==> config.mk <==
export PLATFORM = sky130hd
export DESIGN_NAME = dbd_cell
export DESIGN_NICKNAME = d
export VERILOG_FILES = /design/src/hdl/dbd_cell.sv
export SDC_FILE = /design/constraint.sdc
export NUM_CORES = 1
export LEC_CHECK = 0
export BUFFER_PORTS_ARGS = -buffer_cell sky130_fd_sc_hd__buf_4
export CAP_MARGIN = 10
export CELL_PAD_IN_SITES_DETAIL_PLACEMENT = 0
export CELL_PAD_IN_SITES_GLOBAL_PLACEMENT = 1
export CORE_MARGIN = 10
export CORE_UTILIZATION = 36
export DETAILED_ROUTE_END_ITERATION = 8
export GPL_TIMING_DRIVEN = 0
export HOLD_SLACK_MARGIN = 0.1
export PLACE_DENSITY = 0.81
export SYNTH_ARGS = -nofsm -noshare
export SYNTH_HDL_FRONTEND = slang
export SYNTH_SLANG_ARGS = --single-unit
export TNS_END_PERCENT = 5
==> constraint.sdc <==
create_clock -name aclk -period 6.25 [get_ports aclk]
set_clock_uncertainty 0.2 [all_clocks]
set_input_delay 0.9375 -clock aclk [delete_from_list [all_inputs] [get_ports aclk]]
set_output_delay 0.9375 -clock aclk [all_outputs]
set_load 0.02 [all_outputs]
==> src/hdl/dbd_cell.sv <==
// One history cell: holds a past bar and folds it into the passing max/min token.
module dbd_cell #(
    parameter int PRICE_BITS = 32,
    parameter int WIN_W      = 7,
    parameter int BACK       = 1
) (
    input  logic                  aclk,
    input  logic                  aresetn,
    input  logic                  shift_en,
    input  logic [PRICE_BITS-1:0] hist_hi_in,
    input  logic [PRICE_BITS-1:0] hist_lo_in,
    output logic [PRICE_BITS-1:0] hist_hi_out,
    output logic [PRICE_BITS-1:0] hist_lo_out,
    input  logic [WIN_W-1:0]      upper_win,
    input  logic [WIN_W-1:0]      lower_win,
    input  logic                  tok_in,
    input  logic [PRICE_BITS-1:0] acc_hi_in,
    input  logic [PRICE_BITS-1:0] acc_lo_in,
    output logic                  tok_out,
    output logic [PRICE_BITS-1:0] acc_hi_out,
    output logic [PRICE_BITS-1:0] acc_lo_out
);

    // how many bars back this cell sits
    localparam logic [WIN_W-1:0] BACK_POS = WIN_W'(BACK);

    logic [PRICE_BITS-1:0] hist_hi_reg;
    logic [PRICE_BITS-1:0] hist_lo_reg;
    logic [PRICE_BITS-1:0] acc_hi_reg, acc_hi_next;
    logic [PRICE_BITS-1:0] acc_lo_reg, acc_lo_next;
    logic                  tok_reg;

    always_comb begin
        acc_hi_next = acc_hi_in;
        acc_lo_next = acc_lo_in;
        if ((BACK_POS <= upper_win) && (hist_hi_reg > acc_hi_in)) begin
            acc_hi_next = hist_hi_reg;
        end
        if ((BACK_POS <= lower_win) && (hist_lo_reg < acc_lo_in)) begin
            acc_lo_next = hist_lo_reg;
        end
    end

    always_ff @(posedge aclk) begin
        if (shift_en) begin
            hist_hi_reg <= hist_hi_in;
            hist_lo_reg <= hist_lo_in;
        end
        if (tok_in) begin
            acc_hi_reg <= acc_hi_next;
            acc_lo_reg <= acc_lo_next;
        end
    end

    always_ff @(posedge aclk) begin
        if (!aresetn) begin
            tok_reg <= 1'b0;
        end else begin
            tok_reg <= tok_in;
        end
    end

    assign hist_hi_out = hist_hi_reg;
    assign hist_lo_out = hist_lo_reg;
    assign tok_out     = tok_reg;
    assign acc_hi_out  = acc_hi_reg;
    assign acc_lo_out  = acc_lo_reg;

endmodule

==> flow_summary.json, run 1 <==
{
  "outcome": "completed",
  "synth_xor_area_share_pct": 0,
  "synthMuxAreaShare_pct": 11.5,
  "critPathCaptureType": "flop",
  "synth.top_cell.area_share_pct": 61.1,
  "setup_ws_ps": 2720,
  "ys_seq_area_share_pct": 61.4,
  "via_per_inst": 4.75,
  "first_global_vias": 5011,
  "max_freq_mhz": 283,
  "finalNetCount": 932,
  "firstDrtPassIters": 4,
  "p_leak_uw": 0.00414,
  "relSlewSlack_pct": 34.2,
  "final_cell_mix": "274 x buf_4, 128 x edfxtp_1, 64 x inv_1, 63 x mux2_2, 63 x ha_1",
  "h-tree-depth": 4,
  "n_antenna_cell": 0,
  "final_max_slew_viol_count": 0,
  "placed_cell_area_um2": 8630,
  "cts_setup_buffers": 0,
  "grt_max_degree": 66,
  "clockRootBuffer": "clkbuf_16",
  "syn_area_per_cell_um2": 14.6,
  "synth_fa_ha_area_share_pct": 12.5,
  "netlist_area_um2": 6290,
  "vdd_drop_max_v": 0.000171,
  "crit_type": "in -> reg",
  "dr_total_vias": 4566,
  "timing.hold.ws_ps": 413,
  "grt_remaining_overflow": 0,
  "coreArea_um2": 17200,
  "synth_compound_area_share_pct": 5.15,
  "hold_buffers": 0,
  "grt_first_pass_wirelength_mm": 28.3,
  "ys_types": 33,
  "start_kind": "input port",
  "synth_top_area_cell": "edfxtp_1",
  "finalSetupViolations": 0,
  "worst-slew-pin-transition_ps": 974,
  "clock-sinks": 129,
  "finalHoldViolations": 0,
  "start_util_pct": 36.5,
  "cts_resized": 0,
  "ys_ff_latch": 129,
  "ant_nets": 0,
  "hp-class": "reg -> reg",
  "die_w_um": 152,
  "clk_pin_slew_ps": 60,
  "crit_fanout": 10,
  "fp-row-count": 48,
  "drv_cap": 0,
  "gp_congestion": 0.796,
  "post-route-drc-count": 0,
  "synth_area_leaders": "edfxtp_1 61%, ha_1 13%, mux2_2 11%, inv_1 3.8%, a21oi_1 2.1%",
  "io_pins": 275,
  "die-area_um2": 23200,
  "synth_top_family_by_area": "adder cells",
  "tns_ps": 0,
  "yosys.area_share.simple_pct": 4.59,
  "synthesis.instances": 430,
  "area_growth_pct": 46.2,
  "detail_route.wl_per_cell_um": 19.2,
  "drive_gt1_share_pct": 51.1,
  "grtUsageTotal_pct": 15.5,
  "worstPathRequired_ps": 6210,
  "power.density_nw_per_um2": 282,
  "finalCritPeriodShare_pct": 56.4,
  "arrival_ps": 3490,
  "dp_hpwl_mm": 14.4,
  "synth_warnings": 0,
  "clockBufferDepth": 2,
  "first_iter_violations": 128,
  "cts_tree": "built",
  "stdcell_area_um2": 9200,
  "final_common_cell": "buf_4",
  "preCtsSetupSlack_ps": 2400,
  "fin_crit_ps": 3530,
  "clk_latency_ps": 420,
  "antenna_found_initial": 0,
  "grt_setup_unrepaired": "false",
  "cts_buffers": 17,
  "synth_nets": 639,
  "die_h_um": 152,
  "routed_wl_mm": 18.4,
  "io_buffers": 274
}
==> metal layers <==
metal,vias to the layer above,track usage [%],part of all wire (%)
li1,2208,-,-
met1,2165,17.3,40
met2,171,26.2,51
met3,22,6.24,7.5
met4,0,4.91,1.8
met5,-,0,0
==> flip-flops by register name (all words and copies together), names as in the netlist <==
register     flops
tok_out          1
hist_lo_out     32
acc_hi_out      32
acc_lo_out      32
hist_hi_out     32
==> critical path: stages <==
cell and delay, ps:
buf_4 80, inv_1 30, ha_1 310, a21oi_1 160
o21ai_0 140, a211oi_1 260, o311ai_0 360, a211oi_2 620
buf_6 240, mux2_2 350
==> through the flow <==
step / instances / utilization [%] / power (uW)
6_report: 961 / 53.4 / 2600
5_1_grt: 961 / 53.4 / 2710
4_1_cts: 961 / 53.4 / 2630
3_5_place_dp: 929 / 50.1 / 1660
3_3_place_gp: 929 / 50.1 / 1650
2_1_floorplan: 430 / - / 1390
==> synthesized netlist by cell type <==
library cell and instances:
edfxtp_1 128, inv_1 64, ha_1 63, mux2_2 63, a21oi_1 26, nand2_1 14, nand4_1 12, o21ai_0 9
buf_6 6, nand3_1 5, nor3_1 4, nor4_1 4, a211oi_1 3, nor2_1 3, nor2b_1 3, a21o_1 2
and2_1 2, and4_1 2, o211ai_1 2, o31ai_1 2, a2111oi_0 1, a211oi_2 1, a21boi_0 1, a221oi_1 1
a22oi_1 1, a32oi_4 1, dfxtp_1 1, mux2_1 1, nand2b_1 1, nor3b_1 1, o311ai_0 1, or3_1 1
or4_4 1
==> final timing paths <==
| check | cells past startpoint | startpoint | slack [ps] | endpoint |
|---|---|---|---|---|
| worst min register to register | 1 | hist_hi_out[5] | 410 | acc_hi_out[5] |
| worst max register to register | 8 | hist_lo_out[19] | 2910 | acc_lo_out[21] |
| worst max-delay path | 10 | acc_lo_in[19] | 2720 | acc_lo_out[21] |
| worst min-delay path | 1 | hist_hi_out[5] | 410 | acc_hi_out[5] |
==> where the power goes <==
group / switching [uW] / internal (uW) / total (uW) / leakage, uW
sequential: 42.6 / 1050 / 1090 / 0.00126
clock: 380 / 585 / 965 / 0.000273
combinational: 272 / 268 / 540 / 0.00260
total: 695 / 1900 / 2600 / 0.00414
==> kinds of logic after synthesis <==
| family | count (synthesis) |
|---|---|
| DFF | 129 |
| buffers and inverters | 70 |
| muxes | 64 |
| adders and majority gates | 63 |
| and+or+nand+nor | 53 |
| AOI/OAI and AO/OA | 51 |
==> area by class of cell <==
type                       instances  area (um2)
sequential                       129        3860
tap                              225         282
timing repair buffer             274        2060
multi-input combinational        231        2120
buffer                             6        67.6
clock inverter                    14         141
fill                            1458        8030
inverter                          64         240
clock buffer                      18         429
Power figures use the tool's default switching activity.
==> run 2: changes to the inputs <==
- CORE_UTILIZATION: 36 -> 34
- PLACE_DENSITY: 0.81 -> 0.8
- clock period: 6.25 -> 2.95 ns (I/O delays scaled with it)
==> flow_summary.json, run 2 (synthesis gave the netlist of run 1 again) <==
{
  "worst-slew-pin-transition_ps": 931,
  "clk_latency_ps": 420,
  "final_cell_mix": "290 x buf_4, 128 x edfxtp_1, 65 x dlygate4sd3_1, 64 x inv_1, 59 x mux2_2",
  "grt_first_pass_wirelength_mm": 31.0,
  "hp-class": "in -> reg",
  "start_kind": "flop",
  "first_global_vias": 5433,
  "grt_remaining_overflow": 0,
  "area_growth_pct": 61.7,
  "dp_hpwl_mm": 14.9,
  "grt_max_degree": 66,
  "die-area_um2": 24400,
  "drv_cap": 0,
  "finalSetupViolations": 0,
  "h-tree-depth": 4,
  "worstPathRequired_ps": 2910,
  "post-route-drc-count": 0,
  "io_pins": 275,
  "slowest_stage": "or4_4",
  "drive_gt1_share_pct": 49.3,
  "n_antenna_cell": 0,
  "crit_type": "reg -> reg",
  "vdd_drop_max_v": 0.000383,
  "via_per_inst": 4.70,
  "final_cells": 1049,
  "critPathCaptureType": "flop",
  "final_common_cell": "buf_4",
  "arrival_ps": 2900,
  "cts_tree": "built",
  "start_util_pct": 34.8,
  "gp_congestion": 0.723,
  "finalNetCount": 1017,
  "path_cells": "ha_4 > a21o_1 > nand3_1 > a211oi_1 > or4_4 > a32oi_4 > buf_12 > buf_6 > mux2_2",
  "routed_wl_mm": 20.3,
  "coreArea_um2": 18100,
  "power.density_nw_per_um2": 564,
  "detail_route.wl_per_cell_um": 19.4,
  "outcome": "completed",
  "grtUsageTotal_pct": 16.4,
  "dr_total_vias": 4927,
  "finalCritPeriodShare_pct": 99.4,
  "setup_ws_ps": 18.9,
  "ant_nets": 0,
  "firstDrtPassIters": 4,
  "preCtsSetupSlack_ps": -432,
  "die_w_um": 156,
  "die_h_um": 156,
  "clk_pin_slew_ps": 60,
  "clock-sinks": 129,
  "clockBufferDepth": 2,
  "cts_buffers": 17,
  "grt_setup_unrepaired": "true",
  "final_max_slew_viol_count": 0,
  "p_leak_uw": 0.00457,
  "total_power_uw": 5740,
  "first_iter_violations": 194,
  "dp.cells": 933,
  "relSlewSlack_pct": 38.0,
  "io_buffers": 274,
  "antenna_found_initial": 0,
  "clockRootBuffer": "clkbuf_16",
  "slowest_delay_ps": 570,
  "fin_crit_ps": 2930,
  "fp-row-count": 49,
  "finalHoldViolations": 0,
  "crit_fanout": 5,
  "max_freq_mhz": 341
}
run 2: cell types whose count changed in the layout (fill, tap and decap cells not counted), moves of 2 or more:
cell / before / now
nor4_4: 0 / 2
clkinv_4: 3 / 1
nor4_1: 4 / 2
mux2_4: 0 / 4
mux2_2: 63 / 59
dlygate4sd3_1: 0 / 65
buf_4: 274 / 290
ha_4: 0 / 5
buf_12: 0 / 2
ha_1: 63 / 58
run 2: layer usage:
layer  GRT usage, %  share of wire (%)  routed length (um)
met4           4.68                1.2                 237
met3           6.73                8.3                1680
met2           28.5                 52               10500
met5              0                  0                   0
met1           18.1                 39                7850
run 2: cell type report:
class	instances	area, um2
fillers	1482	7910
multi-input cells	231	2250
plain buffers	6	80.1
well taps	229	287
inverters	64	240
clock inverters	12	143
repair buffers	359	2880
clock buffers	19	433
flip-flops and latches	129	3860
run 2: metrics by stage:
| step | hold WS (ps) | setup TNS (ps) | area (um2) | util [%] |
|---|---|---|---|---|
| floorplan | 341 | 0 | 6290 | - |
| global placement | 392 | -18050 | 8640 | 47.8 |
| detailed placement | 412 | -19820 | 8640 | 47.8 |
| CTS | 108 | 0 | 9990 | 55.3 |
| global route | 113 | -1540 | 10200 | 56.3 |
| finish | 133 | 0 | 10200 | 56.3 |
run 2: worst paths after layout:
kind | end | slack, ps | cells after the start | startpoint
worst max register to register | acc_hi_out[28] | 20 | 9 | hist_hi_out[5]
worst min-delay path | acc_lo_out[19] | 130 | 2 | acc_lo_in[19]
worst min register to register | acc_lo_out[19] | 420 | 1 | hist_lo_out[19]
worst max-delay path | acc_hi_out[28] | 20 | 9 | hist_hi_out[5]
run 2: what timing repair did:
item / in CTS / in global routing
hold buffers: 65 / 0
pin swaps: 7 / 14
endpoints found under the setup margin: 62 / 62
hold endpoints to repair: 65 / 0
cloned: 2 / 0
setup buffers: 7 / 11
gates resized for setup: 10 / 16
run 2: critical path: cells and delay by family, from the launching register on:
family          cells  cell delay, ps
compound gates      3             500
fa+ha+maj           1             250
buf+inv             2             280
flops               1             450
mux                 1             340
simple gates        2             650
run 2: power by group:
group          switching, uW  internal [uW]  total, uW
logic                    627            689       1320
clock network            787           1310       2100
registers               95.3           2230       2320
==> run 3: changes to the inputs <==
- BUFFER_PORTS_ARGS: -buffer_cell sky130_fd_sc_hd__buf_4 -> -buffer_cell sky130_fd_sc_hd__buf_2
- GPL_TIMING_DRIVEN: 0 -> not set
==> flow_summary.json, run 3 (synthesis gave the netlist of run 1 again) <==
{
  "power.internal_uw": 4170,
  "via_per_inst": 4.66,
  "final_cell_mix": "273 x buf_2, 128 x edfxtp_1, 65 x dlygate4sd3_1, 64 x inv_1, 49 x ha_1",
  "power.density_nw_per_um2": 579,
  "arrival_ps": 2890,
  "first_global_vias": 5392,
  "placed_cell_area_um2": 8090,
  "dr_total_vias": 4942,
  "hold_depth": 2,
  "dp.cells": 948,
  "die-area_um2": 24400,
  "finalHoldViolations": 0,
  "finalSetupViolations": 0,
  "clk_latency_ps": 410,
  "start_kind": "flop",
  "cts_tree": "built",
  "die_h_um": 156,
  "multi_input_area_um2": 2430,
  "p_sw_share_pct": 26.6,
  "drv_cap": 0,
  "stdcell_area_um2": 9800,
  "max_freq_mhz": 341,
  "clk_pin_slew_ps": 60,
  "combPwrFrac_pct": 22.3,
  "fillers": 1530,
  "grtUsageTotal_pct": 15.3,
  "clockRootBuffer": "clkbuf_16",
  "ant_nets": 0,
  "drive_gt1_share_pct": 50.9,
  "grt_max_degree": 66,
  "grt_first_pass_wirelength_mm": 29.1,
  "outcome": "completed",
  "gp_congestion": 0.742,
  "area_growth_pct": 55.8,
  "final_max_slew_viol_count": 0,
  "finalCritPeriodShare_pct": 99.3,
  "fp-row-count": 49,
  "final_common_cell": "buf_2",
  "worstPathRequired_ps": 2910,
  "preCtsSetupSlack_ps": -81.7,
  "setup_ws_ps": 19.3,
  "crit_type": "reg -> reg",
  "r2r_cells": 9,
  "p_leak_uw": 0.00446,
  "relSlewSlack_pct": 36.5,
  "hp-class": "in -> reg",
  "worst-slew-pin-transition_ps": 952,
  "clock-sinks": 129,
  "seq_area_um2": 3860,
  "p_seq_share_pct": 40.8,
  "antenna_found_initial": 1,
  "dp_hpwl_mm": 14.2,
  "vdd_drop_max_v": 0.000384,
  "first_iter_violations": 191,
  "r2r_start": "hist_hi_out[12]",
  "routed_wl_mm": 20.0,
  "critPathCaptureType": "flop",
  "h-tree-depth": 4,
  "pwr-share-clk_pct": 36.9,
  "clockBufferDepth": 2,
  "io_pins": 275,
  "cts_buffers": 17,
  "die_w_um": 156,
  "cp-startpoint": "hist_hi_out[12]",
  "final_cells": 1060,
  "coreArea_um2": 18100,
  "crit_fanout": 8,
  "firstDrtPassIters": 4,
  "start_util_pct": 34.8,
  "total_power_uw": 5680,
  "post-route-drc-count": 0,
  "finalNetCount": 1025,
  "grt_remaining_overflow": 0,
  "fin_crit_ps": 2930,
  "switchingPower_uw": 1510,
  "grt_setup_unrepaired": "true",
  "detail_route.wl_per_cell_um": 18.9,
  "hp-start": "acc_hi_in[18]",
  "timing.hold.ws_ps": 148,
  "io_buffers": 274
}
==> run 3: cell types whose count changed in the layout (fill, tap and decap cells not counted), sizes merged <==
cell,change
buf,+5
clkbuf,+5
clkinv,-2
diode,+2
clkinvlp,+1
==> run 3: metrics by stage <==
stage                     utilization (%)  TNS (ps)
after CTS                            51.5         0
final                                54.2         0
after global placement               44.7     -4030
after global routing                 54.2     -2690
after detailed placement             44.7     -4120
after floorplan                         -         0
==> run 3: area by class of cell <==
type / count / area share [%]
antenna: 2 / 0.0511
tap: 229 / 2.92
inverter: 64 / 2.45
clock buffer: 21 / 4.49
multi-input combinational: 231 / 24.8
timing repair buffer: 373 / 24.5
sequential: 129 / 39.4
clock inverter: 11 / 1.42
==> run 3: final timing paths <==
check	slack, ps	endpoint
min	150	acc_hi_out[18]
max reg2reg	20	acc_hi_out[17]
max	20	acc_hi_out[17]
min reg2reg	410	acc_lo_out[0]
==> run 3: per-layer routing <==
metal,vias up,share of wire [%],global-route usage (%),wire length (um)
li1,2389,-,-,-
met1,2351,40,17.0,7950
met2,185,50,25.7,9910
met3,17,9.5,7.33,1910
met4,0,1.2,4.05,241
met5,-,0,0,0
==> run 3: power by group through the flow <==
stage / clock network [uW] / registers [uW] / logic (uW)
final: 2090 / 2320 / 1270
after global routing: 2210 / 2340 / 1380
after CTS: 2160 / 2310 / 1120
after detailed placement: 0 / 2350 / 1040
after global placement: 0 / 2340 / 1030
after floorplan: 0 / 2540 / 395
==> run 3: worst max-delay path: stages, from the launching register on <==
cell,delay [ps]
edfxtp_1,420
ha_1,300
nand4_1,180
nor3_2,60
a21boi_1,130
or4_4,520
a32oi_4,220
buf_12,160
clkbuf_16,170
mux2_4,310
==> run 3: what timing repair did <==
action,4_1_cts,5_1_grt
hold buffers,65,0
resized for setup,0,53
pin swaps,1,18
cloned,0,4
hold endpoints to repair,65,0
setup endpoints to repair,3,64
setup buffers,0,9
